### src/kvhw_pkg.sv
// Shared types, codes and constant tables for the key/value header walker.
// Used by every module of the block; depends on nothing.
`default_nettype none
package kvhw_pkg;

  localparam int OFF_BITS = 48;

  typedef enum logic [10:0] {
    PH_SKIP   = 11'd1,
    PH_COUNT  = 11'd2,
    PH_KLEN   = 11'd4,
    PH_KEY    = 11'd8,
    PH_VTYPE  = 11'd16,
    PH_ATYPE  = 11'd32,
    PH_ACOUNT = 11'd64,
    PH_SLEN   = 11'd128,
    PH_SBODY  = 11'd256,
    PH_FIXED  = 11'd512,
    PH_IDLE   = 11'd1024
  } phase_t;

  localparam logic [1:0] KIND_ENTRY = 2'd0;
  localparam logic [1:0] KIND_DONE  = 2'd1;
  localparam logic [1:0] KIND_ERROR = 2'd2;

  localparam logic [1:0] ERR_CAP   = 2'd0;
  localparam logic [1:0] ERR_VTYPE = 2'd1;
  localparam logic [1:0] ERR_ETYPE = 2'd2;

  localparam logic [3:0] TYPE_STRING = 4'd8;
  localparam logic [3:0] TYPE_ARRAY  = 4'd9;
  localparam logic [63:0] TYPE_LAST  = 64'd12;

  // Key names, left aligned in 32 bytes.
  localparam logic [255:0] TOK_NAME0 = {"tokenizer.gg", "ml.tokens", 88'd0};
  localparam logic [255:0] TOK_NAME1 = {"tokenizer.gg", "ml.merges", 88'd0};
  localparam logic [255:0] TOK_NAME2 = {"tokenizer.gg", "ml.tok", "en_type", 56'd0};
  localparam logic [4:0] TOK_LEN0 = 5'd21;
  localparam logic [4:0] TOK_LEN1 = 5'd21;
  localparam logic [4:0] TOK_LEN2 = 5'd25;

  typedef struct packed {
    logic       first;
    logic [7:0] data;
  } in_item_t;

  typedef struct packed {
    logic [1:0]  kind;
    logic [1:0]  error_code;
    logic [15:0] entry_number;
    logic [47:0] entry_start;
    logic [47:0] value_start;
    logic [47:0] entry_end;
    logic [3:0]  value_type;
    logic [3:0]  element_type;
    logic [63:0] element_count;
    logic        tokenizer_key;
    logic        last;
  } rec_t;

  function automatic logic [3:0] type_size(input logic [3:0] t);
    case (t)
      4'd0, 4'd1, 4'd7:   type_size = 4'd1;
      4'd2, 4'd3:         type_size = 4'd2;
      4'd4, 4'd5, 4'd6:   type_size = 4'd4;
      4'd8, 4'd9:         type_size = 4'd0;
      4'd10, 4'd11, 4'd12: type_size = 4'd8;
      default:            type_size = 4'd1;
    endcase
  endfunction

  function automatic logic [7:0] tok_byte(input logic [1:0] which, input logic [4:0] pos);
    logic [4:0] k;
    k = 5'd31 - pos;
    case (which)
      2'd0:    tok_byte = TOK_NAME0[{k, 3'b000} +: 8];
      2'd1:    tok_byte = TOK_NAME1[{k, 3'b000} +: 8];
      default: tok_byte = TOK_NAME2[{k, 3'b000} +: 8];
    endcase
  endfunction

  function automatic logic [4:0] tok_len(input logic [1:0] which);
    case (which)
      2'd0:    tok_len = TOK_LEN0;
      2'd1:    tok_len = TOK_LEN1;
      default: tok_len = TOK_LEN2;
    endcase
  endfunction

endpackage
`default_nettype wire

### src/kvhw_result_queue.sv
// Result queue: four words, up to two written per cycle, one read per cycle.
// Depends on kvhw_pkg for the result record type.
`default_nettype none
module kvhw_result_queue (
  input  wire logic           clk,
  input  wire logic           rst,
  input  wire logic           wr0_valid,
  input  wire kvhw_pkg::rec_t wr0,
  input  wire logic           wr1_valid,
  input  wire kvhw_pkg::rec_t wr1,
  input  wire logic           pop,
  output logic                empty,
  output logic                space2,
  output kvhw_pkg::rec_t      head
);
  import kvhw_pkg::*;

  rec_t       mem [4];
  logic [1:0] wp;
  logic [1:0] rp;
  logic [2:0] count;
  logic       do_pop;

  assign empty  = (count == 3'd0);
  assign space2 = (count <= 3'd2);
  assign do_pop = pop && !empty;
  assign head   = mem[rp];

  always_ff @(posedge clk) begin
    if (wr0_valid) mem[wp] <= wr0;
    if (wr1_valid) mem[wp + 2'd1] <= wr1;
  end

  always_ff @(posedge clk) begin
    if (rst) begin
      wp    <= '0;
      rp    <= '0;
      count <= '0;
    end else begin
      wp    <= wp + {1'b0, wr0_valid} + {1'b0, wr1_valid};
      rp    <= rp + {1'b0, do_pop};
      count <= count + {2'b0, wr0_valid} + {2'b0, wr1_valid} - {2'b0, do_pop};
    end
  end
endmodule
`default_nettype wire

### config.mk
export PLATFORM = sky130hd
export DESIGN_NAME = kvhw_result_queue
export DESIGN_NICKNAME = d
export VERILOG_FILES = /design/src/kvhw_pkg.sv /design/src/kvhw_result_queue.sv
export SDC_FILE = /design/constraint.sdc
export NUM_CORES = 1
export LEC_CHECK = 0
export BUFFER_PORTS_ARGS = -buffer_cell sky130_fd_sc_hd__buf_2
export CAP_MARGIN = 20
export CORE_AREA = 5 5 273 341
export CTS_CLUSTER_DIAMETER = 100
export DETAILED_ROUTE_END_ITERATION = 16
export DIE_AREA = 0 0 278 346
export PLACE_DENSITY = 0.77
export SLEW_MARGIN = 15
export SYNTH_ARGS = -nofsm -noshare
export SYNTH_HDL_FRONTEND = slang
export SYNTH_SLANG_ARGS = --single-unit
### constraint.sdc
create_clock -name clk -period 19.9 [get_ports clk]
set_input_delay 1.99 -clock clk [delete_from_list [all_inputs] [get_ports clk]]
set_output_delay 1.99 -clock clk [all_outputs]
set_load 0.02 [all_outputs]
=== Word-level counts from Yosys, hierarchy flattened ===
Memories as Yosys holds them, arrays and structs flattened. A register that Yosys moved wholly into a read port is not among the register bits.
Index checks and enable logic that the tools add are counted.

* Memories: 1
* Input bits: 481
* Bits in registers: 7
* Output and inout bits: 240
* Bits in writable memories: 952
* Logic and storage cells: 20

* Add/sub/neg operators: 7
* Reductions and logical operators: 3
* $lt $le $gt $ge: 1
* Muxes and demuxes: 5

{| class="wikitable"
|+ Memory list
! memory !! words !! width !! rd ports !! clocked after memory_dff !! wr ports !! RTL line !! text
|-
| mem || 4 || 238 || 1 || 1 || 2 || kvhw_result_queue.sv:18 || <nowiki>rec_t mem [4];</nowiki>
|}

{| class="wikitable"
|+ Operators by type and width
! cell !! count
|-
| 2-bit by 1-bit adder with 2-bit output || 3
|-
| 3-bit by 1-bit adder with 3-bit output || 2
|-
| 1-bit 2-to-1 mux || 4
|-
| 3-bit by 2-bit <= comparator with 1-bit output, second input constant || 1
|-
| 3-bit zero test || 1
|-
| 3-bit by 1-bit subtractor with 3-bit output || 1
|-
| 2-bit by 1-bit adder with 2-bit output, second input constant || 1
|-
| 2-bit 2-to-1 mux || 1
|-
| 1-bit logical AND || 1
|-
| 1-bit zero test || 1
|}

=== Logic depth before layout (Yosys ltp) ===
* Depth after elaboration: 5
* Depth in mapped cells: 8
* Depth with buffers taken out: 8

=== Least setup slack after synthesis ===
Ideal clock, no wire load.

* Kind: input to register
* Start: input wr0_valid
* End: memory mem[2][0] (netlist bit), enable pin
* Cell stages on the path: 2
* Data required time: 18.734 ns
* Buffers on the path: 0
* Library setup time: 1.166 ns
* Path slack: 0.106 ns
* Data arrival time: 18.629 ns
* Cells stage by stage: nand2b_1 -> o21ai_0

{| class="wikitable"
|+ RTL lines
! element !! RTL line !! text
|-
| from (decl) || kvhw_result_queue.sv:7 || <nowiki>input wire logic wr0_valid,</nowiki>
|-
| to (decl) || kvhw_result_queue.sv:18 ||
|}

==> impl_metrics.tcl <==
set metrics [dict create \
    cp.required_ns 17.91 \
    seq_area_frac_synth_pct 62.40 \
    vias 26130 \
    grt_max_degree 137 \
    ys_types 24 \
    regArea_um2 28740 \
    h-tree-depth 3 \
    ir_drop_uv 83.40 \
    cts.sinks 959 \
    grt_first_pass_wirelength_um 180700 \
    dieArea_um2 96190 \
    path_max_fanout 47 \
    tritoncts "done" \
    wl_um 122200 \
    area_growth_pct 16.71 \
    clockBufferDepth 3 \
    netlist_area_um2 46040 \
    dieHeight_um 346 \
    tns_ns 0 \
    critical_path_arrival_ns 4.70 \
    min_path_type "reg -> reg" \
    postRouteAntennaNets 0 \
    cts-resized-gates 0 \
    nNetsFinal 3528 \
    fp.dieW_um 278 \
    multi_input_area_um2 16390 \
    rsz0062_at_grt "no" \
    final_cell_mix "952 x mux2_2, 952 x edfxtp_1, 720 x buf_2" \
    grt-ovfl-total 0 \
    hpwl_um 80050 \
    drv_cap 0 \
    drt_iter0_markers 2046 \
    power.leakage_uw 0.01880 \
    initial_utilization_pct 51.40 \
    post-route-min-period_ns 6.693 \
    setup.worst_path.class "reg -> out" \
    finalHoldWorstSlack_ns 0.6980 \
    clk_pin_slew_ns 0.06 \
    cts_buffers 96 \
    gp_congestion 0.8479 \
    antenna_found_initial 82 \
    hold_buffers 0 \
    critPathCaptureType "output pin" \
    pwr_density_cell_nw_per_um2 113.5 \
    ys_warn_count 0 \
    clk_latency_ns 0.65 \
    setup_violations 0 \
    max-slew-margin-rel_pct 24.09 \
    grt_pass1_vias 27910 \
    synthCells 2345 \
    syn_nets 2832 \
    avgRoutedWirePerCell_um 27.96 \
    avgViaCountPerCell 5.978 \
    drc_errors 0 \
    drive_above_1_share_pct 67.05 \
    start_kind "register" \
    timing_worst_slew_pin_value_ns 1.139 \
    layout.filler_cells 6633 \
    rrSetupSlack_ns 15.76 \
    max_freq_mhz 149.4 \
    fp-row-count 123 \
    synth-seq-cells 959 \
    cts_root_buffer "clkbuf_16" \
    io_buffers 720 \
    core_area_um2 89570 \
    boundaryPins 721 \
    track_usage_pct 24.55 \
    finalMaxSlewViolations 0 \
    drt_first_pass_iters 5 \
    post_cts_buffers 0 \
    hold_viol 0 \
    synth.avg_cell_area_um2 19.63 \
    finClkSkew_ns 0.02555 \
    outcome "finished, final reports clean" \
    period_share_pct 33.63 \
]
-- metal layers --
metal	track usage (%)	share of wire, %	vias up	wire length (um)
met5	0	0.15	-	185
met4	11.86	4.4	28	5435
met3	6.583	8.3	261	10200
met2	41.39	51	1108	62800
met1	29.49	36	13560	43620
li1	-	-	11180	-
-- cell type report --
| type | count | area share [%] |
|---|---|---|
| diodes | 71 | 0.3306 |
| clock buffers | 127 | 4.925 |
| clock inverters | 44 | 0.6636 |
| inverters | 6 | 0.04191 |
| multi-input cells | 1220 | 30.49 |
| flip-flops and latches | 959 | 53.48 |
| well taps | 1187 | 2.764 |
| repair buffers | 758 | 7.307 |
-- worst max-delay path, cell delays in order (launching register included) --
cell and delay, ns:
dfxtp_4 0.65, buf_4 0.76, buf_4 0.81, buf_4 0.83, mux4_2 0.63, buf_2 0.18
-- flip-flops by register name (all words and copies together), names as in the netlist --
| name | cells |
|---|---|
| count | 3 |
| mem | 952 |
| rp | 2 |
| wp | 2 |
-- final timing paths --
path	from	end	cells after the start
max reg2reg	wp[1]	mem[2][114]	4
min reg2reg	count[2]	count[2]	4
min	count[2]	count[2]	4
max	rp[0]	head[132]	5
-- cell families (layout without fill, tap and decap cells) --
family | Yosys count | in the layout | synth area share, %
mux | 1191 | 1191 | 34.95
flops | 959 | 959 | 62.40
simple gates | 17 | 17 | 0.2119
fa+ha+maj | 6 | 6 | 0.2120
other cells | 0 | 71 | 0
compound gates | 3 | 3 | 0.03805
buf+inv | 166 | 935 | 2.136
xor+xnor | 3 | 3 | 0.05708
-- power breakdown --
part           internal [uW]  switching (uW)  leakage [uW]  total [uW]
clock network            978             764       0.00146        1740
registers               2540            77.2       0.00899        2620
logic                    731            1010       0.00835        1740
total                   4250            1850        0.0188        6100
-- synthesized netlist by cell type (all sizes together) --
cell / n / area share (%)
nand2b: 1 / 0.014
a21o: 1 / 0.016
o21ai: 2 / 0.022
mux2i: 1 / 0.022
clkbuf: 6 / 0.049
nor3b: 1 / 0.027
buf: 154 / 2.0
nand3: 1 / 0.011
nor2b: 5 / 0.068
ha: 3 / 0.082
xor2: 1 / 0.019
nor3: 1 / 0.011
inv: 6 / 0.049
mux2: 952 / 23
edfxtp: 952 / 62
fa: 3 / 0.13
xnor2: 2 / 0.038
dfxtp: 7 / 0.30
nor2: 6 / 0.049
mux4: 238 / 12
nand3b: 2 / 0.033
-- through the flow --
step	setup WS (ns)	total power (uW)	area, um2	util [%]	cells
6_report	13.21	6096	53740	59.99	4372
5_1_grt	12.69	6325	53680	59.93	4350
4_1_cts	12.99	6152	53560	59.80	4301
3_5_place_dp	13.72	4414	50550	56.44	4130
3_3_place_gp	13.76	4376	50550	56.44	4130
2_1_floorplan	0.1059	3953	46040	-	2345
Power figures use the tool's default switching activity.
