--- config.mk ---
export PLATFORM = sky130hd
export DESIGN_NAME = kvhw_front
export DESIGN_NICKNAME = d
export VERILOG_FILES = /design/src/kvhw_pkg.sv /design/src/kvhw_front.sv
export SDC_FILE = /design/constraint.sdc
export NUM_CORES = 1
export LEC_CHECK = 0
export BUFFER_PORTS_ARGS = -buffer_cell sky130_fd_sc_hd__buf_4
export CORE_MARGIN = 4
export CORE_UTILIZATION = 56
export CTS_BUF_LIST = sky130_fd_sc_hd__clkbuf_8
export DETAILED_ROUTE_END_ITERATION = 7
export GPL_TIMING_DRIVEN = 0
export PLACE_DENSITY = 0.92
export SLEW_MARGIN = 20
export SYNTH_ARGS = -nofsm -noshare
export SYNTH_HDL_FRONTEND = slang
export SYNTH_SLANG_ARGS = --single-unit
--- constraint.sdc ---
create_clock -name clk -period 2.7 [get_ports clk]
set_input_delay 0.54 -clock clk [delete_from_list [all_inputs] [get_ports clk]]
set_output_delay 0.54 -clock clk [all_outputs]
set_load 0.01 [all_outputs]
--- src/kvhw_pkg.sv ---
// Shared types, codes and constant tables for the key/value header walker.
// Used by every module of the block; depends on nothing.
`default_nettype none
package kvhw_pkg;

  localparam int OFF_BITS = 48;

  typedef enum logic [10:0] {
    PH_SKIP   = 11'd1,
    PH_COUNT  = 11'd2,
    PH_KLEN   = 11'd4,
    PH_KEY    = 11'd8,
    PH_VTYPE  = 11'd16,
    PH_ATYPE  = 11'd32,
    PH_ACOUNT = 11'd64,
    PH_SLEN   = 11'd128,
    PH_SBODY  = 11'd256,
    PH_FIXED  = 11'd512,
    PH_IDLE   = 11'd1024
  } phase_t;

  localparam logic [1:0] KIND_ENTRY = 2'd0;
  localparam logic [1:0] KIND_DONE  = 2'd1;
  localparam logic [1:0] KIND_ERROR = 2'd2;

  localparam logic [1:0] ERR_CAP   = 2'd0;
  localparam logic [1:0] ERR_VTYPE = 2'd1;
  localparam logic [1:0] ERR_ETYPE = 2'd2;

  localparam logic [3:0] TYPE_STRING = 4'd8;
  localparam logic [3:0] TYPE_ARRAY  = 4'd9;
  localparam logic [63:0] TYPE_LAST  = 64'd12;

  // Key names, left aligned in 32 bytes.
  localparam logic [255:0] TOK_NAME0 = {"tokenizer.gg", "ml.tokens", 88'd0};
  localparam logic [255:0] TOK_NAME1 = {"tokenizer.gg", "ml.merges", 88'd0};
  localparam logic [255:0] TOK_NAME2 = {"tokenizer.gg", "ml.tok", "en_type", 56'd0};
  localparam logic [4:0] TOK_LEN0 = 5'd21;
  localparam logic [4:0] TOK_LEN1 = 5'd21;
  localparam logic [4:0] TOK_LEN2 = 5'd25;

  typedef struct packed {
    logic       first;
    logic [7:0] data;
  } in_item_t;

  typedef struct packed {
    logic [1:0]  kind;
    logic [1:0]  error_code;
    logic [15:0] entry_number;
    logic [47:0] entry_start;
    logic [47:0] value_start;
    logic [47:0] entry_end;
    logic [3:0]  value_type;
    logic [3:0]  element_type;
    logic [63:0] element_count;
    logic        tokenizer_key;
    logic        last;
  } rec_t;

  function automatic logic [3:0] type_size(input logic [3:0] t);
    case (t)
      4'd0, 4'd1, 4'd7:   type_size = 4'd1;
      4'd2, 4'd3:         type_size = 4'd2;
      4'd4, 4'd5, 4'd6:   type_size = 4'd4;
      4'd8, 4'd9:         type_size = 4'd0;
      4'd10, 4'd11, 4'd12: type_size = 4'd8;
      default:            type_size = 4'd1;
    endcase
  endfunction

  function automatic logic [7:0] tok_byte(input logic [1:0] which, input logic [4:0] pos);
    logic [4:0] k;
    k = 5'd31 - pos;
    case (which)
      2'd0:    tok_byte = TOK_NAME0[{k, 3'b000} +: 8];
      2'd1:    tok_byte = TOK_NAME1[{k, 3'b000} +: 8];
      default: tok_byte = TOK_NAME2[{k, 3'b000} +: 8];
    endcase
  endfunction

  function automatic logic [4:0] tok_len(input logic [1:0] which);
    case (which)
      2'd0:    tok_len = TOK_LEN0;
      2'd1:    tok_len = TOK_LEN1;
      default: tok_len = TOK_LEN2;
    endcase
  endfunction

endpackage
`default_nettype wire

--- src/kvhw_front.sv ---
// Front part: a two-word input queue that takes header bytes from the producer.
// Depends on kvhw_pkg for the item type.
`default_nettype none
module kvhw_front (
  input  wire logic              clk,
  input  wire logic              rst,
  input  wire logic              push,
  output logic                   full,
  input  wire kvhw_pkg::in_item_t wr_item,
  output logic                   rd_valid,
  output kvhw_pkg::in_item_t     rd_item,
  input  wire logic              rd_take
);
  import kvhw_pkg::*;

  in_item_t   mem [2];
  logic       wp;
  logic       rp;
  logic [1:0] count;
  logic       do_push;

  assign full     = (count == 2'd2);
  assign do_push  = push && !full;
  assign rd_valid = (count != 2'd0);
  assign rd_item  = mem[rp];

  always_ff @(posedge clk) begin
    if (do_push) begin
      mem[wp] <= wr_item;
    end
  end

  always_ff @(posedge clk) begin
    if (rst) begin
      wp    <= 1'b0;
      rp    <= 1'b0;
      count <= 2'd0;
    end else begin
      if (do_push) wp <= ~wp;
      if (rd_take) rp <= ~rp;
      count <= count + {1'b0, do_push} - {1'b0, rd_take};
    end
  end
endmodule
`default_nettype wire

Word-level counts from Yosys, hierarchy flattened --
Memories as Yosys holds them, arrays and structs flattened. A register that Yosys moved wholly into a read port is not among the register bits. Index checks and enable logic that the tools add are counted.
Word-level totals: latch bits 0, memories kept 1, output and inout bits 11, memory bits (read-only) 0, bits of input ports 13, RAM bits 18, word-level logic and storage cells 16, register bits 4
Memory list:
- mem | words 2, width 9, read ports 1, clocked after Yosys merged registers in 1, wr ports 1, line kvhw_front.sv:16 | in_item_t mem [2];
Cells by class: magnitude comparators 0, muxes and demuxes 4, add/subtract/negate cells 2, divide/modulo/power cells 0, $mul 0, eq/ne operators 1, reduce and logical (&&, ||, !) cells 3, bitwise gates (word level) 2, shifts and indexed selects 0
Operators by type and width (count):
- 2-to-1 mux 1 bit | 4
- adder 2 x 1 -> 2 bit | 1
- == test 2 bit (second input constant) | 1
- NOT 1 bit | 2
- nonzero test 2 bit | 1
- subtractor 2 x 1 -> 2 bit | 1
- logical AND 1 bit | 1
- logical NOT 1 bit | 1

Depth between registers and ports, before layout --
depth in word-level cells 5, depth in mapped cells 8, gate-level depth less buffers 8

Worst setup path before layout --
OpenSTA, ideal clock, no wires.
kind input -> register, start point input push, end point register count[1], cell stages on the path 7, slack 1.230 ns, arrival time 1.355 ns, setup time 0.115 ns, data required time 2.585 ns, path buffers 0, cells stage by stage nand2_1 > ha_1 > inv_1 > ha_1 > xor2_1 > xnor2_1 > nor2_1
On the way: word-level cells in the longest chain between the ends 3
Ends and longest elaborated chain:
- start: declaration | line kvhw_front.sv:7 | input wire logic push,
- logical AND 1 bit | line kvhw_front.sv:23 | assign do_push = push && !full;
- adder 2 x 1 -> 2 bit | line kvhw_front.sv:41 | count <= count + {1'b0, do_push} - {1'b0, rd_take};
- subtractor 2 x 1 -> 2 bit | line kvhw_front.sv:41
- end signal: assignment | line kvhw_front.sv:41
- end: declaration | line kvhw_front.sv:19 | logic [1:0] count;
No other way between the ends. A chain may end at the register's enable or synchronous reset.

==> impl_metrics.ini <==
[hold_path]
holdPathStages = 1
min_to = mem[1][5]
min-delay-path-class = in -> reg
worstHoldStart = wr_item[5]

[route]
vias = 474
wl_um = 1240
drt_iter0_drc = 5
wl_per_cell_um = 13.0
ant_nets = 0
drc = 0
dr.pass1.iters = 2
via_per_inst = 4.99

[cells_and_area]
drive_gt1_frac = 0.513
nets = 96
syn_to_final_growth_pct = 27.2
num_antenna_cells = 0
nFillCells = 83
multi_input_area_um2 = 213
final_core_util = 0.804
final_cell_area_um2 = 1110
regArea_um2 = 641

[synthesis]
synth_cell_types = 18
synth_area_leaders = edfxtp_1 62%, mux2_2 12%, dfxtp_1 11%, ha_1 2.9%, xnor2_1 2.0%
yosys_warnings = 0
synth-seq-cells = 23
synth_nets = 68
synth_area_um2 = 873
avgSynthCellArea_um2 = 16.5
synthCells = 53
yosysSeqAreaShare = 0.734
yosysTopAreaCellShare = 0.619
synth_top_area_cell = edfxtp_1

[cts]
cts_tree = built
ctsResizeCount = 0
numClockSinks = 23
numCtsBuffers = 3
path_clk_slew_ns = 0.08
post_cts.repair.setup_buffers = 0
cts_root_buf = clkbuf_8
ctsLongestPathBuffers = 2
h-tree-depth = 1
hold_buffers = 0
clk_latency_ns = 0.26

[floorplan]
dieHeight_um = 47.5
die_x_um = 47.5
io_pins = 24
coreArea_um2 = 1380
row_count = 13
die_area_um2 = 2260
start_util = 0.632

[setup_path]
rr_worst_depth = 4
cp.arrival_ns = 1.28
r2r_end = mem[0][4]
cp-end-kind = output port
r2r_start = count[0]
reg2reg_slack_ns = 1.23
cp.required_ns = 2.16
critPathMaxFanout = 9
critPathLaunchType = register
timing_worst_setup_path_type = reg -> out

[global_routing]
grt_max_degree = 14
grt_pass1_wl_um = 1990
track_usage = 0.131
overflow = 0
antenna_found_initial = 0
grt_pass1_vias = 487

[power]
p_switching_uw = 217
pwr-share-comb = 0.246
sw_frac_of_total = 0.247
p_leak_nw = 0.463
power.density_nw_per_um2 = 791
vdd_drop_max_mv = 0.633
p_clk_frac = 0.231
internal_power_uw = 661
pwr-share-seq = 0.523

[timing]
fin_crit_ns = 1.82
worst_hold_slack_ns = 0.462
max_slew_margin = 0.760
setup_tns_ns = 0
worstMarginPinSlew_ns = 0.359
max_freq_mhz = 549
rsz0062_at_grt = false
report.final.slew_viol_count = 0
hold_violations = 0
fin_worst_skew_ns = 0.00421
finalCritPeriodShare = 0.675
setup_violations = 0

[placement]
place_congestion = 0.648
place_area_um2 = 1060
dp_hpwl_um = 917
io_buffers = 23

[flow_run]
cap_violations = 0

[outcome]
status = finished, final reports clean
==> kinds of logic after synthesis <==
logic type,count (synthesis),share of synthesized area
compound gates,2,0.0115
buf+inv,5,0.0229
mux,9,0.116
flops,23,0.734
fa+ha+maj,2,0.0286
xor+xnor,3,0.0301
simple gates,9,0.0573
==> area by class of cell <==
class | count | share of cell area
clock inverter | 1 | 0.00450
inverter | 4 | 0.0135
clock buffer | 3 | 0.0372
sequential | 23 | 0.577
buffer | 1 | 0.00450
timing repair buffer | 23 | 0.155
multi-input combinational | 25 | 0.191
tap | 15 | 0.0169
==> routing by layer <==
metal | wire (µm) | track usage | up-vias
li1 | - | - | 241
met1 | 476 | 0.128 | 215
met2 | 646 | 0.243 | 16
met3 | 106 | 0.0414 | 2
met4 | 10 | 0.0663 | 0
met5 | 0 | 0 | -
==> critical path: stages (launching register included) <==
cell     delay [ns]
dfxtp_1        0.30
buf_2          0.21
mux2_2         0.37
buf_4          0.14
==> worst max path at each step <==
stage | from | endpoint | slack (ns) | cells after the start
2_1_floorplan | push | count[1] | 1.23 | 7
3_5_place_dp | push | mem[0][8] | 1.01 | 4
3_3_place_gp | push | mem[0][1] | 1.04 | 4
4_1_cts | register | rd_item[0] | 0.86 | 3
6_report | register | rd_item[0] | 0.88 | 3
5_1_grt | register | rd_item[0] | 0.82 | 3
==> synthesized netlist by cell type <==
library cell	instances
edfxtp_1	18
mux2_2	9
dfxtp_1	5
inv_1	3
nor2_1	3
ha_1	2
xnor2_1	2
a21oi_1	1
and3_2	1
buf_2	1
inv_2	1
nand2_1	1
nand2b_2	1
nor2b_1	1
o21ai_0	1
or2_2	1
or3_1	1
xor2_1	1
==> cells in the final DEF (no fill, tap or decap) <==
master	count
ha_1	2
buf_2	1
clkbuf_8	3
inv_1	3
nand2b_2	1
a21oi_1	1
o21ai_0	1
xnor2_1	2
nand2_1	1
and3_2	1
mux2_2	9
or3_1	1
xor2_1	1
nor2_1	3
edfxtp_1	18
nor2b_1	1
inv_2	1
or2_2	1
buf_4	23
dfxtp_1	5
clkinv_2	1
==> sequential cells by signal, summed over array words and instances (netlist names), named ones only <==
name   count
wp         1
rp         1
count      2
mem       18
==> power groups by stage <==
stage               clock network (mW)  registers (mW)  logic [mW]
global route                     0.224           0.466       0.243
floorplan                            0           0.463       0.132
global placement                     0           0.465       0.215
finish                           0.203           0.460       0.216
detailed placement                   0           0.468       0.221
CTS                              0.207           0.461       0.221
==> metrics by stage <==
| stage | instances | total power, mW | setup WS, ns |
|---|---|---|---|
| final | 95 | 0.879 | 0.878 |
| after CTS | 95 | 0.890 | 0.865 |
| after detailed placement | 91 | 0.689 | 1.01 |
| after global routing | 95 | 0.933 | 0.818 |
| after global placement | 91 | 0.681 | 1.04 |
| after floorplan | 53 | 0.595 | 1.23 |
(Power assumes the default switching activity.)
