`src/kvhw_pkg.sv`:
```
// Shared types, codes and constant tables for the key/value header walker.
// Used by every module of the block; depends on nothing.
`default_nettype none
package kvhw_pkg;

  localparam int OFF_BITS = 48;

  typedef enum logic [10:0] {
    PH_SKIP   = 11'd1,
    PH_COUNT  = 11'd2,
    PH_KLEN   = 11'd4,
    PH_KEY    = 11'd8,
    PH_VTYPE  = 11'd16,
    PH_ATYPE  = 11'd32,
    PH_ACOUNT = 11'd64,
    PH_SLEN   = 11'd128,
    PH_SBODY  = 11'd256,
    PH_FIXED  = 11'd512,
    PH_IDLE   = 11'd1024
  } phase_t;

  localparam logic [1:0] KIND_ENTRY = 2'd0;
  localparam logic [1:0] KIND_DONE  = 2'd1;
  localparam logic [1:0] KIND_ERROR = 2'd2;

  localparam logic [1:0] ERR_CAP   = 2'd0;
  localparam logic [1:0] ERR_VTYPE = 2'd1;
  localparam logic [1:0] ERR_ETYPE = 2'd2;

  localparam logic [3:0] TYPE_STRING = 4'd8;
  localparam logic [3:0] TYPE_ARRAY  = 4'd9;
  localparam logic [63:0] TYPE_LAST  = 64'd12;

  // Key names, left aligned in 32 bytes.
  localparam logic [255:0] TOK_NAME0 = {"tokenizer.gg", "ml.tokens", 88'd0};
  localparam logic [255:0] TOK_NAME1 = {"tokenizer.gg", "ml.merges", 88'd0};
  localparam logic [255:0] TOK_NAME2 = {"tokenizer.gg", "ml.tok", "en_type", 56'd0};
  localparam logic [4:0] TOK_LEN0 = 5'd21;
  localparam logic [4:0] TOK_LEN1 = 5'd21;
  localparam logic [4:0] TOK_LEN2 = 5'd25;

  typedef struct packed {
    logic       first;
    logic [7:0] data;
  } in_item_t;

  typedef struct packed {
    logic [1:0]  kind;
    logic [1:0]  error_code;
    logic [15:0] entry_number;
    logic [47:0] entry_start;
    logic [47:0] value_start;
    logic [47:0] entry_end;
    logic [3:0]  value_type;
    logic [3:0]  element_type;
    logic [63:0] element_count;
    logic        tokenizer_key;
    logic        last;
  } rec_t;

  function automatic logic [3:0] type_size(input logic [3:0] t);
    case (t)
      4'd0, 4'd1, 4'd7:   type_size = 4'd1;
      4'd2, 4'd3:         type_size = 4'd2;
      4'd4, 4'd5, 4'd6:   type_size = 4'd4;
      4'd8, 4'd9:         type_size = 4'd0;
      4'd10, 4'd11, 4'd12: type_size = 4'd8;
      default:            type_size = 4'd1;
    endcase
  endfunction

  function automatic logic [7:0] tok_byte(input logic [1:0] which, input logic [4:0] pos);
    logic [4:0] k;
    k = 5'd31 - pos;
    case (which)
      2'd0:    tok_byte = TOK_NAME0[{k, 3'b000} +: 8];
      2'd1:    tok_byte = TOK_NAME1[{k, 3'b000} +: 8];
      default: tok_byte = TOK_NAME2[{k, 3'b000} +: 8];
    endcase
  endfunction

  function automatic logic [4:0] tok_len(input logic [1:0] which);
    case (which)
      2'd0:    tok_len = TOK_LEN0;
      2'd1:    tok_len = TOK_LEN1;
      default: tok_len = TOK_LEN2;
    endcase
  endfunction

endpackage
`default_nettype wire

```
`src/kvhw_walker.sv`:
```
// Back part: walks the header one byte per cycle while out_space is high and builds up to two result words.
// Depends on kvhw_pkg for phases, codes, records and key tables.
`default_nettype none
module kvhw_walker (
  input  wire logic               clk,
  input  wire logic               rst,
  input  wire logic               in_valid,
  input  wire kvhw_pkg::in_item_t in_item,
  output logic                    in_take,
  input  wire logic               out_space,
  input  wire logic [15:0]        max_entries,
  output logic                    r0_valid,
  output kvhw_pkg::rec_t          r0,
  output logic                    r1_valid,
  output kvhw_pkg::rec_t          r1
);
  import kvhw_pkg::*;

  phase_t              phase, phase_next, e_phase;
  logic [3:0]          fbc, fbc_next, e_fbc;
  logic [63:0]         asm_reg, asm_next, e_asm;
  logic [OFF_BITS-1:0] off, e_off, end_off;
  logic [63:0]         entries, entries_next, e_entries;
  logic [15:0]         idx, idx_next, e_idx;
  logic [OFF_BITS-1:0] hes, hes_next, e_hes;
  logic [OFF_BITS-1:0] hvs, hvs_next, e_hvs;
  logic [7:0]          htypes, htypes_next, e_htypes;
  logic [63:0]         hcount, hcount_next, e_hcount;
  logic [63:0]         elems, elems_next, e_elems;
  logic [63:0]         bleft, bleft_next, e_bleft;
  logic [2:0]          nm, nm_next, e_nm;
  logic [63:0]         klen, klen_next, e_klen;
  logic [4:0]          kpos, kpos_next, e_kpos;

  logic [3:0]  cnt1;
  logic [63:0] asm_v;
  logic [63:0] bl_dec;
  logic [63:0] el_dec;
  logic [63:0] ent_dec;
  logic        do_elem, do_start, do_entry;

  assign in_take = in_valid && out_space;

  // A byte marked first restarts the walk before it is looked at.
  always_comb begin
    if (in_item.first) begin
      e_phase = PH_SKIP;  e_fbc = '0;  e_asm = '0;  e_off = '0;
      e_entries = '0;  e_idx = '0;  e_hes = '0;  e_hvs = '0;  e_htypes = '0;
      e_hcount = '0;  e_elems = '0;  e_bleft = '0;  e_nm = 3'b111;
      e_klen = '0;  e_kpos = '0;
    end else begin
      e_phase = phase;  e_fbc = fbc;  e_asm = asm_reg;  e_off = off;
      e_entries = entries;  e_idx = idx;  e_hes = hes;  e_hvs = hvs;
      e_htypes = htypes;  e_hcount = hcount;  e_elems = elems;  e_bleft = bleft;
      e_nm = nm;  e_klen = klen;  e_kpos = kpos;
    end
  end

  assign cnt1    = {1'b0, e_fbc[2:0]} + 4'd1;
  assign asm_v   = e_asm | ({56'd0, in_item.data} << {e_fbc[2:0], 3'b000});
  assign end_off = e_off + OFF_BITS'(1);
  assign bl_dec  = e_bleft - 64'd1;

  always_comb begin
    phase_next = e_phase;  fbc_next = e_fbc;  asm_next = e_asm;
    entries_next = e_entries;  idx_next = e_idx;  hes_next = e_hes;
    hvs_next = e_hvs;  htypes_next = e_htypes;  hcount_next = e_hcount;
    elems_next = e_elems;  bleft_next = e_bleft;  nm_next = e_nm;
    klen_next = e_klen;  kpos_next = e_kpos;
    r0 = '0;  r1 = '0;  r0_valid = 1'b0;  r1_valid = 1'b0;
    do_elem = 1'b0;  do_start = 1'b0;  do_entry = 1'b0;
    el_dec = '0;  ent_dec = '0;

    case (e_phase)
      PH_SKIP: begin
        if (e_off == OFF_BITS'(15)) phase_next = PH_COUNT;
      end
      PH_COUNT: begin
        if (cnt1 == 4'd8) begin
          fbc_next = '0;
          asm_next = '0;
          if (asm_v > {48'd0, max_entries}) begin
            r0_valid = 1'b1;
            r0.kind = KIND_ERROR;
            r0.error_code = ERR_CAP;
            r0.entry_number = e_idx;
            phase_next = PH_IDLE;
          end else if (asm_v == 64'd0) begin
            r0_valid = 1'b1;
            r0.kind = KIND_DONE;
            phase_next = PH_IDLE;
          end else begin
            entries_next = asm_v;
            idx_next = '0;
            hes_next = end_off;
            nm_next = 3'b111;
            phase_next = PH_KLEN;
          end
        end else begin
          fbc_next = cnt1;
          asm_next = asm_v;
        end
      end
      PH_KLEN: begin
        if (cnt1 == 4'd8) begin
          fbc_next = '0;
          asm_next = '0;
          klen_next = asm_v;
          bleft_next = asm_v;
          kpos_next = '0;
          if (asm_v == 64'd0) begin
            nm_next = 3'b000;
            phase_next = PH_VTYPE;
          end else begin
            nm_next = 3'b111;
            phase_next = PH_KEY;
          end
        end else begin
          fbc_next = cnt1;
          asm_next = asm_v;
        end
      end
      PH_KEY: begin
        for (int t = 0; t < 3; t++) begin
          if (e_nm[t] && ((e_kpos >= tok_len(2'(t))) ||
                          (tok_byte(2'(t), e_kpos) != in_item.data))) begin
            nm_next[t] = 1'b0;
          end
        end
        if (e_kpos != 5'd31) kpos_next = e_kpos + 5'd1;
        bleft_next = bl_dec;
        if (bl_dec == 64'd0) begin
          for (int t = 0; t < 3; t++) begin
            if (e_klen != {59'd0, tok_len(2'(t))}) nm_next[t] = 1'b0;
          end
          phase_next = PH_VTYPE;
        end
      end
      PH_VTYPE: begin
        if (cnt1 == 4'd4) begin
          fbc_next = '0;
          asm_next = '0;
          hvs_next = end_off;
          hcount_next = '0;
          if (asm_v > TYPE_LAST) begin
            htypes_next = '0;
            r0_valid = 1'b1;
            r0.kind = KIND_ERROR;
            r0.error_code = ERR_VTYPE;
            r0.entry_number = e_idx;
            phase_next = PH_IDLE;
          end else begin
            htypes_next = {4'd0, asm_v[3:0]};
            if (asm_v[3:0] == TYPE_ARRAY) begin
              phase_next = PH_ATYPE;
            end else if (asm_v[3:0] == TYPE_STRING) begin
              phase_next = PH_SLEN;
            end else begin
              phase_next = PH_FIXED;
              bleft_next = {60'd0, type_size(asm_v[3:0])};
            end
          end
        end else begin
          fbc_next = cnt1;
          asm_next = asm_v;
        end
      end
      PH_ATYPE: begin
        if (cnt1 == 4'd4) begin
          fbc_next = '0;
          asm_next = '0;
          if (asm_v > TYPE_LAST) begin
            r0_valid = 1'b1;
            r0.kind = KIND_ERROR;
            r0.error_code = ERR_ETYPE;
            r0.entry_number = e_idx;
            phase_next = PH_IDLE;
          end else begin
            htypes_next = {asm_v[3:0], e_htypes[3:0]};
            phase_next = PH_ACOUNT;
          end
        end else begin
          fbc_next = cnt1;
          asm_next = asm_v;
        end
      end
      PH_ACOUNT: begin
        if (cnt1 == 4'd8) begin
          fbc_next = '0;
          asm_next = '0;
          hcount_next = asm_v;
          elems_next = asm_v;
          if (asm_v == 64'd0 || e_htypes[7:4] == TYPE_ARRAY) do_entry = 1'b1;
          else do_start = 1'b1;
        end else begin
          fbc_next = cnt1;
          asm_next = asm_v;
        end
      end
      PH_SLEN: begin
        if (cnt1 == 4'd8) begin
          fbc_next = '0;
          asm_next = '0;
          bleft_next = asm_v;
          if (asm_v == 64'd0) do_elem = 1'b1;
          else phase_next = PH_SBODY;
        end else begin
          fbc_next = cnt1;
          asm_next = asm_v;
        end
      end
      PH_SBODY, PH_FIXED: begin
        bleft_next = bl_dec;
        if (bl_dec == 64'd0) do_elem = 1'b1;
      end
      default: begin
      end
    endcase

    // One string or fixed element has ended; arrays count down their elements.
    if (do_elem) begin
      if (htypes_next[3:0] == TYPE_ARRAY) begin
        el_dec = e_elems - 64'd1;
        elems_next = el_dec;
        if (el_dec == 64'd0) do_entry = 1'b1;
        else do_start = 1'b1;
      end else begin
        do_entry = 1'b1;
      end
    end

    if (do_start) begin
      if (htypes_next[7:4] == TYPE_STRING) begin
        phase_next = PH_SLEN;
      end else begin
        phase_next = PH_FIXED;
        bleft_next = {60'd0, type_size(htypes_next[7:4])};
      end
    end

    if (do_entry) begin
      r0_valid = 1'b1;
      r0.kind = KIND_ENTRY;
      r0.entry_number = e_idx;
      r0.entry_start = e_hes;
      r0.value_start = e_hvs;
      r0.entry_end = end_off;
      r0.value_type = htypes_next[3:0];
      r0.element_type = htypes_next[7:4];
      r0.element_count = hcount_next;
      r0.tokenizer_key = (nm_next != 3'b000);
      idx_next = e_idx + 16'd1;
      ent_dec = e_entries - 64'd1;
      entries_next = ent_dec;
      if (ent_dec == 64'd0) begin
        r1_valid = 1'b1;
        r1.kind = KIND_DONE;
        r1.entry_number = idx_next;
        phase_next = PH_IDLE;
      end else begin
        phase_next = PH_KLEN;
        hes_next = end_off;
        nm_next = 3'b111;
      end
    end

    r0.last = !r1_valid;
    r1.last = 1'b1;
  end

  always_ff @(posedge clk) begin
    if (rst) begin
      phase <= PH_SKIP;  fbc <= '0;  asm_reg <= '0;  off <= '0;
      entries <= '0;  idx <= '0;  hes <= '0;  hvs <= '0;  htypes <= '0;
      hcount <= '0;  elems <= '0;  bleft <= '0;  nm <= 3'b111;
      klen <= '0;  kpos <= '0;
    end else if (in_take) begin
      phase <= phase_next;  fbc <= fbc_next;  asm_reg <= asm_next;  off <= end_off;
      entries <= entries_next;  idx <= idx_next;  hes <= hes_next;  hvs <= hvs_next;
      htypes <= htypes_next;  hcount <= hcount_next;  elems <= elems_next;
      bleft <= bleft_next;  nm <= nm_next;  klen <= klen_next;  kpos <= kpos_next;
    end
  end

  // A second word in one cycle is always the finish that follows the last entry.
  a_second_is_done: assert property (@(posedge clk) disable iff (rst)
    r1_valid |-> (r0_valid && r0.kind == KIND_ENTRY && r1.kind == KIND_DONE))
    else $error("second result word is not a finish after an entry");

  a_idle_after_result: assert property (@(posedge clk) disable iff (rst)
    (in_take && r0_valid && r0.kind != KIND_ENTRY) |=> (phase == PH_IDLE))
    else $error("walker did not stop after finish or error");

  a_field_count: assert property (@(posedge clk) disable iff (rst)
    fbc <= 4'd7)
    else $error("field byte count out of range");
endmodule
`default_nettype wire

```
`config.mk`:
```
export PLATFORM = sky130hd
export DESIGN_NAME = kvhw_walker
export DESIGN_NICKNAME = d
export VERILOG_FILES = /design/src/kvhw_pkg.sv /design/src/kvhw_walker.sv
export SDC_FILE = /design/constraint.sdc
export NUM_CORES = 2
export LEC_CHECK = 0
export BUFFER_PORTS_ARGS = -buffer_cell sky130_fd_sc_hd__buf_2
export CELL_PAD_IN_SITES_DETAIL_PLACEMENT = 0
export CELL_PAD_IN_SITES_GLOBAL_PLACEMENT = 1
export CORE_ASPECT_RATIO = 1.25
export CORE_MARGIN = 2
export CORE_UTILIZATION = 40
export CTS_BUF_LIST = sky130_fd_sc_hd__clkbuf_4
export DETAILED_ROUTE_END_ITERATION = 8
export PLACE_DENSITY = 0.89
export SYNTH_ARGS = -nofsm -noshare
export SYNTH_HDL_FRONTEND = slang
export SYNTH_SLANG_ARGS = --single-unit
```
`constraint.sdc`:
```
create_clock -name clk -period 7.4 [get_ports clk]
set_input_delay 0.37 -clock clk [delete_from_list [all_inputs] [get_ports clk]]
set_output_delay 0.37 -clock clk [all_outputs]
set_load 0.01 [all_outputs]
```
# == After elaboration in Yosys (flattened, before gate mapping) ==
# Memories as Yosys holds them, arrays and structs flattened.
# Cells that the tools add are included.
# totals
reg_bits,574
mem_bits_ro,128
output_inout_bits,479
memories,2
# memory_table
memory,depth,word_bits,read_ports,rd_clocked_by_memory_dff,wr,line_no,text
(name not given),16,4,1,0,0,kvhw_pkg.sv:62,case (t)
(name not given),16,4,1,0,0,kvhw_pkg.sv:62,
# op_classes
add_sub_neg,8
n_lt_le_gt_ge,4
eq_ne,24
n_shift,4
muxes,147
bitwise,1
reduce_logical,19
# op_table
operator,count
64-bit two-way mux,28
"256-bit by 9-bit indexed part select with 8-bit output, first input constant",3
48-bit two-way mux,11
64-bit logical NOT,4
64-bit one-hot mux with 2 select lines,2
233-bit two-way mux,1
64-bit one-hot mux with 3 select lines,1
"64-bit by 1-bit subtractor with 64-bit output, second input constant",3
11-bit two-way mux,16
16-bit two-way mux,9
64-bit by 5-bit inequality test with 1-bit output,2
20-bit two-way mux,5
11-bit one-hot mux with 7 select lines,1
64-bit by 16-bit greater-than comparator with 1-bit output,1
"64-bit by 4-bit greater-than comparator with 1-bit output, second input constant",1
64-bit OR,1
8-bit by 6-bit left shift with 64-bit output,1
20-bit one-hot mux with 3 select lines,1
8-bit two-way mux,7
5-bit two-way mux,10
"48-bit by 1-bit adder with 48-bit output, second input constant",1
"48-bit by 4-bit == test with 1-bit output, second input constant",1
3-bit two-way mux,12
1-bit two-way mux,31
other kinds (34),54

# == Logic depth before layout (Yosys ltp) ==
# logic_depth
ltp_word,13
depth_mapped,31
mapped_depth_nobuf,17

# == Worst setup path before layout ==
# Ideal clock, no wire load.
# synth_path
kind,input -> output
start,in in_item[8] in the netlist's numbering
end,out r0[120] in the netlist's numbering
arrival_time_ns,7.068
slack_ns,-0.038
stages,27
path_buffers,13
cell_sequence,buf_2 > inv_1 > buf_2 > buf_1 > buf_2 > clkbuf_1 > clkbuf_1 > clkbuf_1 > clkbuf_1 > clkbuf_1 > buf_1 > clkbuf_1 > nand2_1 > inv_1 > ha_1 > nand3_1 > or4b_1 > clkbuf_1 > nor4_1 > nand2_1 > or3_1 > or3_1 > clkbuf_1 > nor3_1 > nand3_1 > xor2_1 > nor3_1
# synth_lines
item,line_no,text
start: declaration,kvhw_walker.sv:8,"input wire kvhw_pkg::in_item_t in_item,"
end: declaration,kvhw_walker.sv:13,"output kvhw_pkg::rec_t r0,"

==> impl_results.md <==
- Sequential area share after synthesis: 0.294
- DRC: 0
- Clock latency on the worst-skew pair: ~1.2 ns
- Fraction of power spent switching nets: 0.321
- Total power: between 7 and 8 mW
- Count of buffers from port buffering: between 200 and 300
- Proportion of layout cells with a drive suffix above 1: 0.137
- Dominant synthesized flop cell: sky130_fd_sc_hd__dfxtp_1
- Tightest Hold Check Type: input port to flop
- Initial core utilization: 0.402
- Number of clock buffers inserted by TritonCTS: roughly 150
- Warning count from the yosys run: 0
- Die span in y: about 350 µm
- Congestion Overflow GR: 0
- Area of the multi-input gates: ~25000 µm²
- Worst min-delay path startpoint: in_item[6]
- Start point of the critical path: bleft[43]$_SDFFE_PP0P_
- Adder-cell share of the synthesized area: 0.00961
- Count of TritonRoute iterations in the first routing pass: 7
- Summed instance area of the synthesized netlist: 39100 µm²
- Largest area contributor in the synthesized netlist: sky130_fd_sc_hd__dfxtp_1
- Gr usage total: 0.331
- Remaining antenna violation count after routing: 0
- Post-synthesis instance total: 5422
- Area contributors post-synth: sky130_fd_sc_hd__dfxtp_1 (29%), sky130_fd_sc_hd__nor2_1 (8.0%), sky130_fd_sc_hd__a22oi_1 (6.1%)
- First-pass GRT wire length: about 260 mm
- Highest clock rate: 137 MHz
- Switching power of the nets: 2.25 mW
- Num ports: 508
- CTS tree: built
- Storage cell area: between 10000 and 15000 µm²
- Pin count of the biggest net entering global routing: 104
- Cell-internal power: around 4.8 mW
- Row cnt: about 130
- Number of vias per cell: roughly 6.3
- Layout Cells excl Fill: around 7000
- Detailed Route WL: around 170 mm
- Area growth from synthesis to final layout: 9.93%
- Last weighted congestion value of the routability-driven placer: ~1
- Category of the critical setup timing path: flop to output port
- WP data required: between 7 and 8 ns
- Max-cap violation count: 0
- Post-synthesis mux area share: 0.00573
- Leakage power of the design: ~17 nW
- Flop pwr share: 0.445
- Number of enable-type register cells in the synthesized netlist: 0
- Post-Synth Simple-Gate Area: 0.304
- RR Startpoint: bleft[43]$_SDFFE_PP0P_
- Complex-gate fraction of the synthesized area: 0.253
- Critical Path Start Type: flop
- Number of sinks handled by clock tree synthesis: 574
- Endpoint type of the worst setup path: output port
- HPWL reported at the end of detailed placement: 123 mm
- Die width: approximately 280 µm
- Count of fill cells added during filler insertion: roughly 10000
- Part of the cycle the worst path needs: 0.988
- Post-route cell area: between 40000 and 50000 µm²
- Final layout net count: 5633
- Combinational family with the most area after synthesis: simple AND/OR/NAND/NOR gates
- CP Max Fanout: 63
- Proportion of power drawn by the clock network: 0.418
- H-tree levels: 4
- 1st-iter DRT viols: between 5000 and 6000
- Core area: 97100 µm²
- Full die area: between 100000 and 150000 µm²
- Final critical path time including I/O delays and setup: approximately 7.3 ns
- Root buf cell: sky130_fd_sc_hd__clkbuf_4
- Outcome: completed
- Combinational share of power: 0.138
- Setup skew after layout: 0.0841 ns
- Count of final max-slew check failures: 0
- Yosys top cell area share: 0.294
- Final Hold Fails: 0
- Number of distinct library cell variants in the gate-level netlist after synthesis: roughly 100
- Tightest Pin Transition: roughly 1.3 ns
- Total number of vias: between 40000 and 50000
- Routed len/inst: around 25 µm
- Initial antenna violation count: 12
- Post-placement cell count: around 6700
- Clock edge transition at the registers on the reported setup and hold paths: ~0.070 ns
- Final core area utilization: 0.442
- Largest voltage drop on the vdd net: 0.133 mV
- Data arrival, critical path: approximately 7 ns
- Finish-stage setup viols: 0
- Area share of xor/xnor cells in the synthesized design: 0.0357
- Power density normalized to cell area: 164 nW/µm²
- Share of synthesized flip-flops with an asynchronous set or reset: 0
- Normalized max-slew margin: 0.133
- Mapped Avg Cell Area: approximately 7 µm²
- Number of global-route vias before repair: between 30000 and 40000
- Post-Place Cell Area: 40900 µm²
- CTS Buffer Depth: 3
- Register bit count reported by yosys: 574
-- path summary, 6_finish.rpt --
path | endpoint | slack (ns) | cells past startpoint
worst max-delay path | r0[231] | 0.09 | 14
worst min-delay path | asm_reg[22]$_SDFFE_PP0P_ | 0.08 | 4
worst max register to register | elems[16]$_SDFFE_PP0P_ | 1.13 | 13
worst min register to register | hes[35]$_SDFFE_PP0P_ | 0.46 | 1
-- power groups by stage --
stage          combinational, mW  clock [mW]  sequential [mW]
2_1_floorplan              0.704           0             3.19
3_3_place_gp               0.929           0             3.19
3_5_place_dp               0.926           0             3.20
4_1_cts                    0.934        2.96             3.12
5_1_grt                     1.02        3.11             3.13
6_report                   0.967        2.94             3.13
-- area by class of cell --
| type | count | area share |
|---|---|---|
| flip-flops and latches | 574 | 0.268 |
| repair buffers | 458 | 0.0660 |
| clock inverters | 41 | 0.00626 |
| multi-input cells | 4301 | 0.576 |
| diodes | 9 | 0.000524 |
| inverters | 85 | 0.00766 |
| clock buffers | 215 | 0.0376 |
| well taps | 1300 | 0.0379 |
-- worst max-delay path: stages (launching register included) --
cell,delay [ns]
sky130_fd_sc_hd__dfxtp_1,0.48
sky130_fd_sc_hd__nor4_2,0.79
sky130_fd_sc_hd__nand3_1,0.55
sky130_fd_sc_hd__or4_1,0.63
sky130_fd_sc_hd__o21ai_0,0.62
sky130_fd_sc_hd__o21ai_0,0.50
sky130_fd_sc_hd__nand3b_1,0.25
sky130_fd_sc_hd__nand4b_1,0.23
sky130_fd_sc_hd__or4_4,0.21
sky130_fd_sc_hd__and2_4,0.18
sky130_fd_sc_hd__o21ai_4,0.10
sky130_fd_sc_hd__buf_12,0.20
sky130_fd_sc_hd__nor2_1,0.71
sky130_fd_sc_hd__nor2_1,0.12
sky130_fd_sc_hd__buf_2,0.18
-- cells by family after synthesis --
| logic type | after synthesis |
|---|---|
| AND/OR/NAND/NOR | 2397 |
| AO/OA/AOI/OAI | 1472 |
| buffers and inverters | 766 |
| flip-flops | 574 |
| XOR/XNOR | 159 |
| adder cells (fa/ha/maj) | 30 |
| multiplexers | 22 |
| other | 2 |
-- repair_timing --
| item | in CTS | in global routing |
|---|---|---|
| setup buffers | 0 | 0 |
| endpoints found under the hold margin | 60 | 0 |
| resized for setup | 0 | 5 |
| setup endpoints to repair | 0 | 77 |
| hold buffers | 7 | 0 |
-- stage by stage --
| step | setup WS, ns | setup TNS (ns) | hold slack, ns |
|---|---|---|---|
| after floorplan | 0.173 | 0 | 0.432 |
| after global placement | 1.32 | 0 | 0.439 |
| after detailed placement | 1.24 | 0 | 0.445 |
| after CTS | 0.244 | 0 | 0.0207 |
| after global routing | -0.0452 | -0.352 | 0.0658 |
| final | 0.0918 | 0 | 0.0816 |
-- routing by layer --
metal / share of wire / vias to the layer above / GRT usage
li1: - / 19600 / -
met1: 0.38 / 20800 / 0.412
met2: 0.45 / 2785 / 0.522
met3: 0.10 / 638 / 0.0699
met4: 0.070 / 14 / 0.209
met5: 0.00052 / - / 0
-- cell usage in the layout (no fill, tap or decap), types with 22 or more instances in the layout --
cell type,netlist,layout
sky130_fd_sc_hd__nand2b_1,24,23
sky130_fd_sc_hd__nor3_1,206,204
sky130_fd_sc_hd__o21ai_0,280,279
sky130_fd_sc_hd__nor2b_1,89,89
sky130_fd_sc_hd__dfxtp_1,574,574
sky130_fd_sc_hd__inv_1,83,82
sky130_fd_sc_hd__a32o_1,57,56
sky130_fd_sc_hd__nor2_1,833,825
sky130_fd_sc_hd__conb_1,2,221
sky130_fd_sc_hd__o31ai_1,23,23
sky130_fd_sc_hd__or2_2,24,24
sky130_fd_sc_hd__buf_2,54,284
sky130_fd_sc_hd__nand4b_1,22,22
sky130_fd_sc_hd__or3_1,44,44
sky130_fd_sc_hd__o211ai_1,27,27
sky130_fd_sc_hd__and4b_1,23,23
sky130_fd_sc_hd__and2_1,120,120
sky130_fd_sc_hd__nand4_1,82,82
sky130_fd_sc_hd__a22oi_1,319,319
sky130_fd_sc_hd__a21oi_1,337,335
sky130_fd_sc_hd__ha_1,30,30
sky130_fd_sc_hd__nand2_1,476,475
sky130_fd_sc_hd__a211oi_1,55,55
sky130_fd_sc_hd__and3_1,35,35
sky130_fd_sc_hd__or4_1,55,55
sky130_fd_sc_hd__a21o_1,26,26
sky130_fd_sc_hd__buf_4,227,159
sky130_fd_sc_hd__clkbuf_4,0,215
sky130_fd_sc_hd__xnor2_1,89,89
sky130_fd_sc_hd__nor4_1,138,136
sky130_fd_sc_hd__a31oi_1,65,65
sky130_fd_sc_hd__o21a_1,32,32
sky130_fd_sc_hd__xor2_1,70,70
sky130_fd_sc_hd__nand3_1,116,116
-- cells in the mapped netlist, drive strengths merged, types with 55 or more instances --
| cell | count |
|---|---|
| nor2 | 835 |
| dfxtp | 574 |
| nand2 | 477 |
| clkbuf | 358 |
| a21oi | 338 |
| buf | 323 |
| a22oi | 320 |
| o21ai | 290 |
| nor3 | 206 |
| nor4 | 148 |
| and2 | 123 |
| nand3 | 117 |
| nor2b | 89 |
| xnor2 | 89 |
| inv | 84 |
| nand4 | 82 |
| xor2 | 70 |
| a31oi | 65 |
| a32o | 57 |
| or4 | 57 |
| a211oi | 55 |
Power figures use the tool's default switching activity.
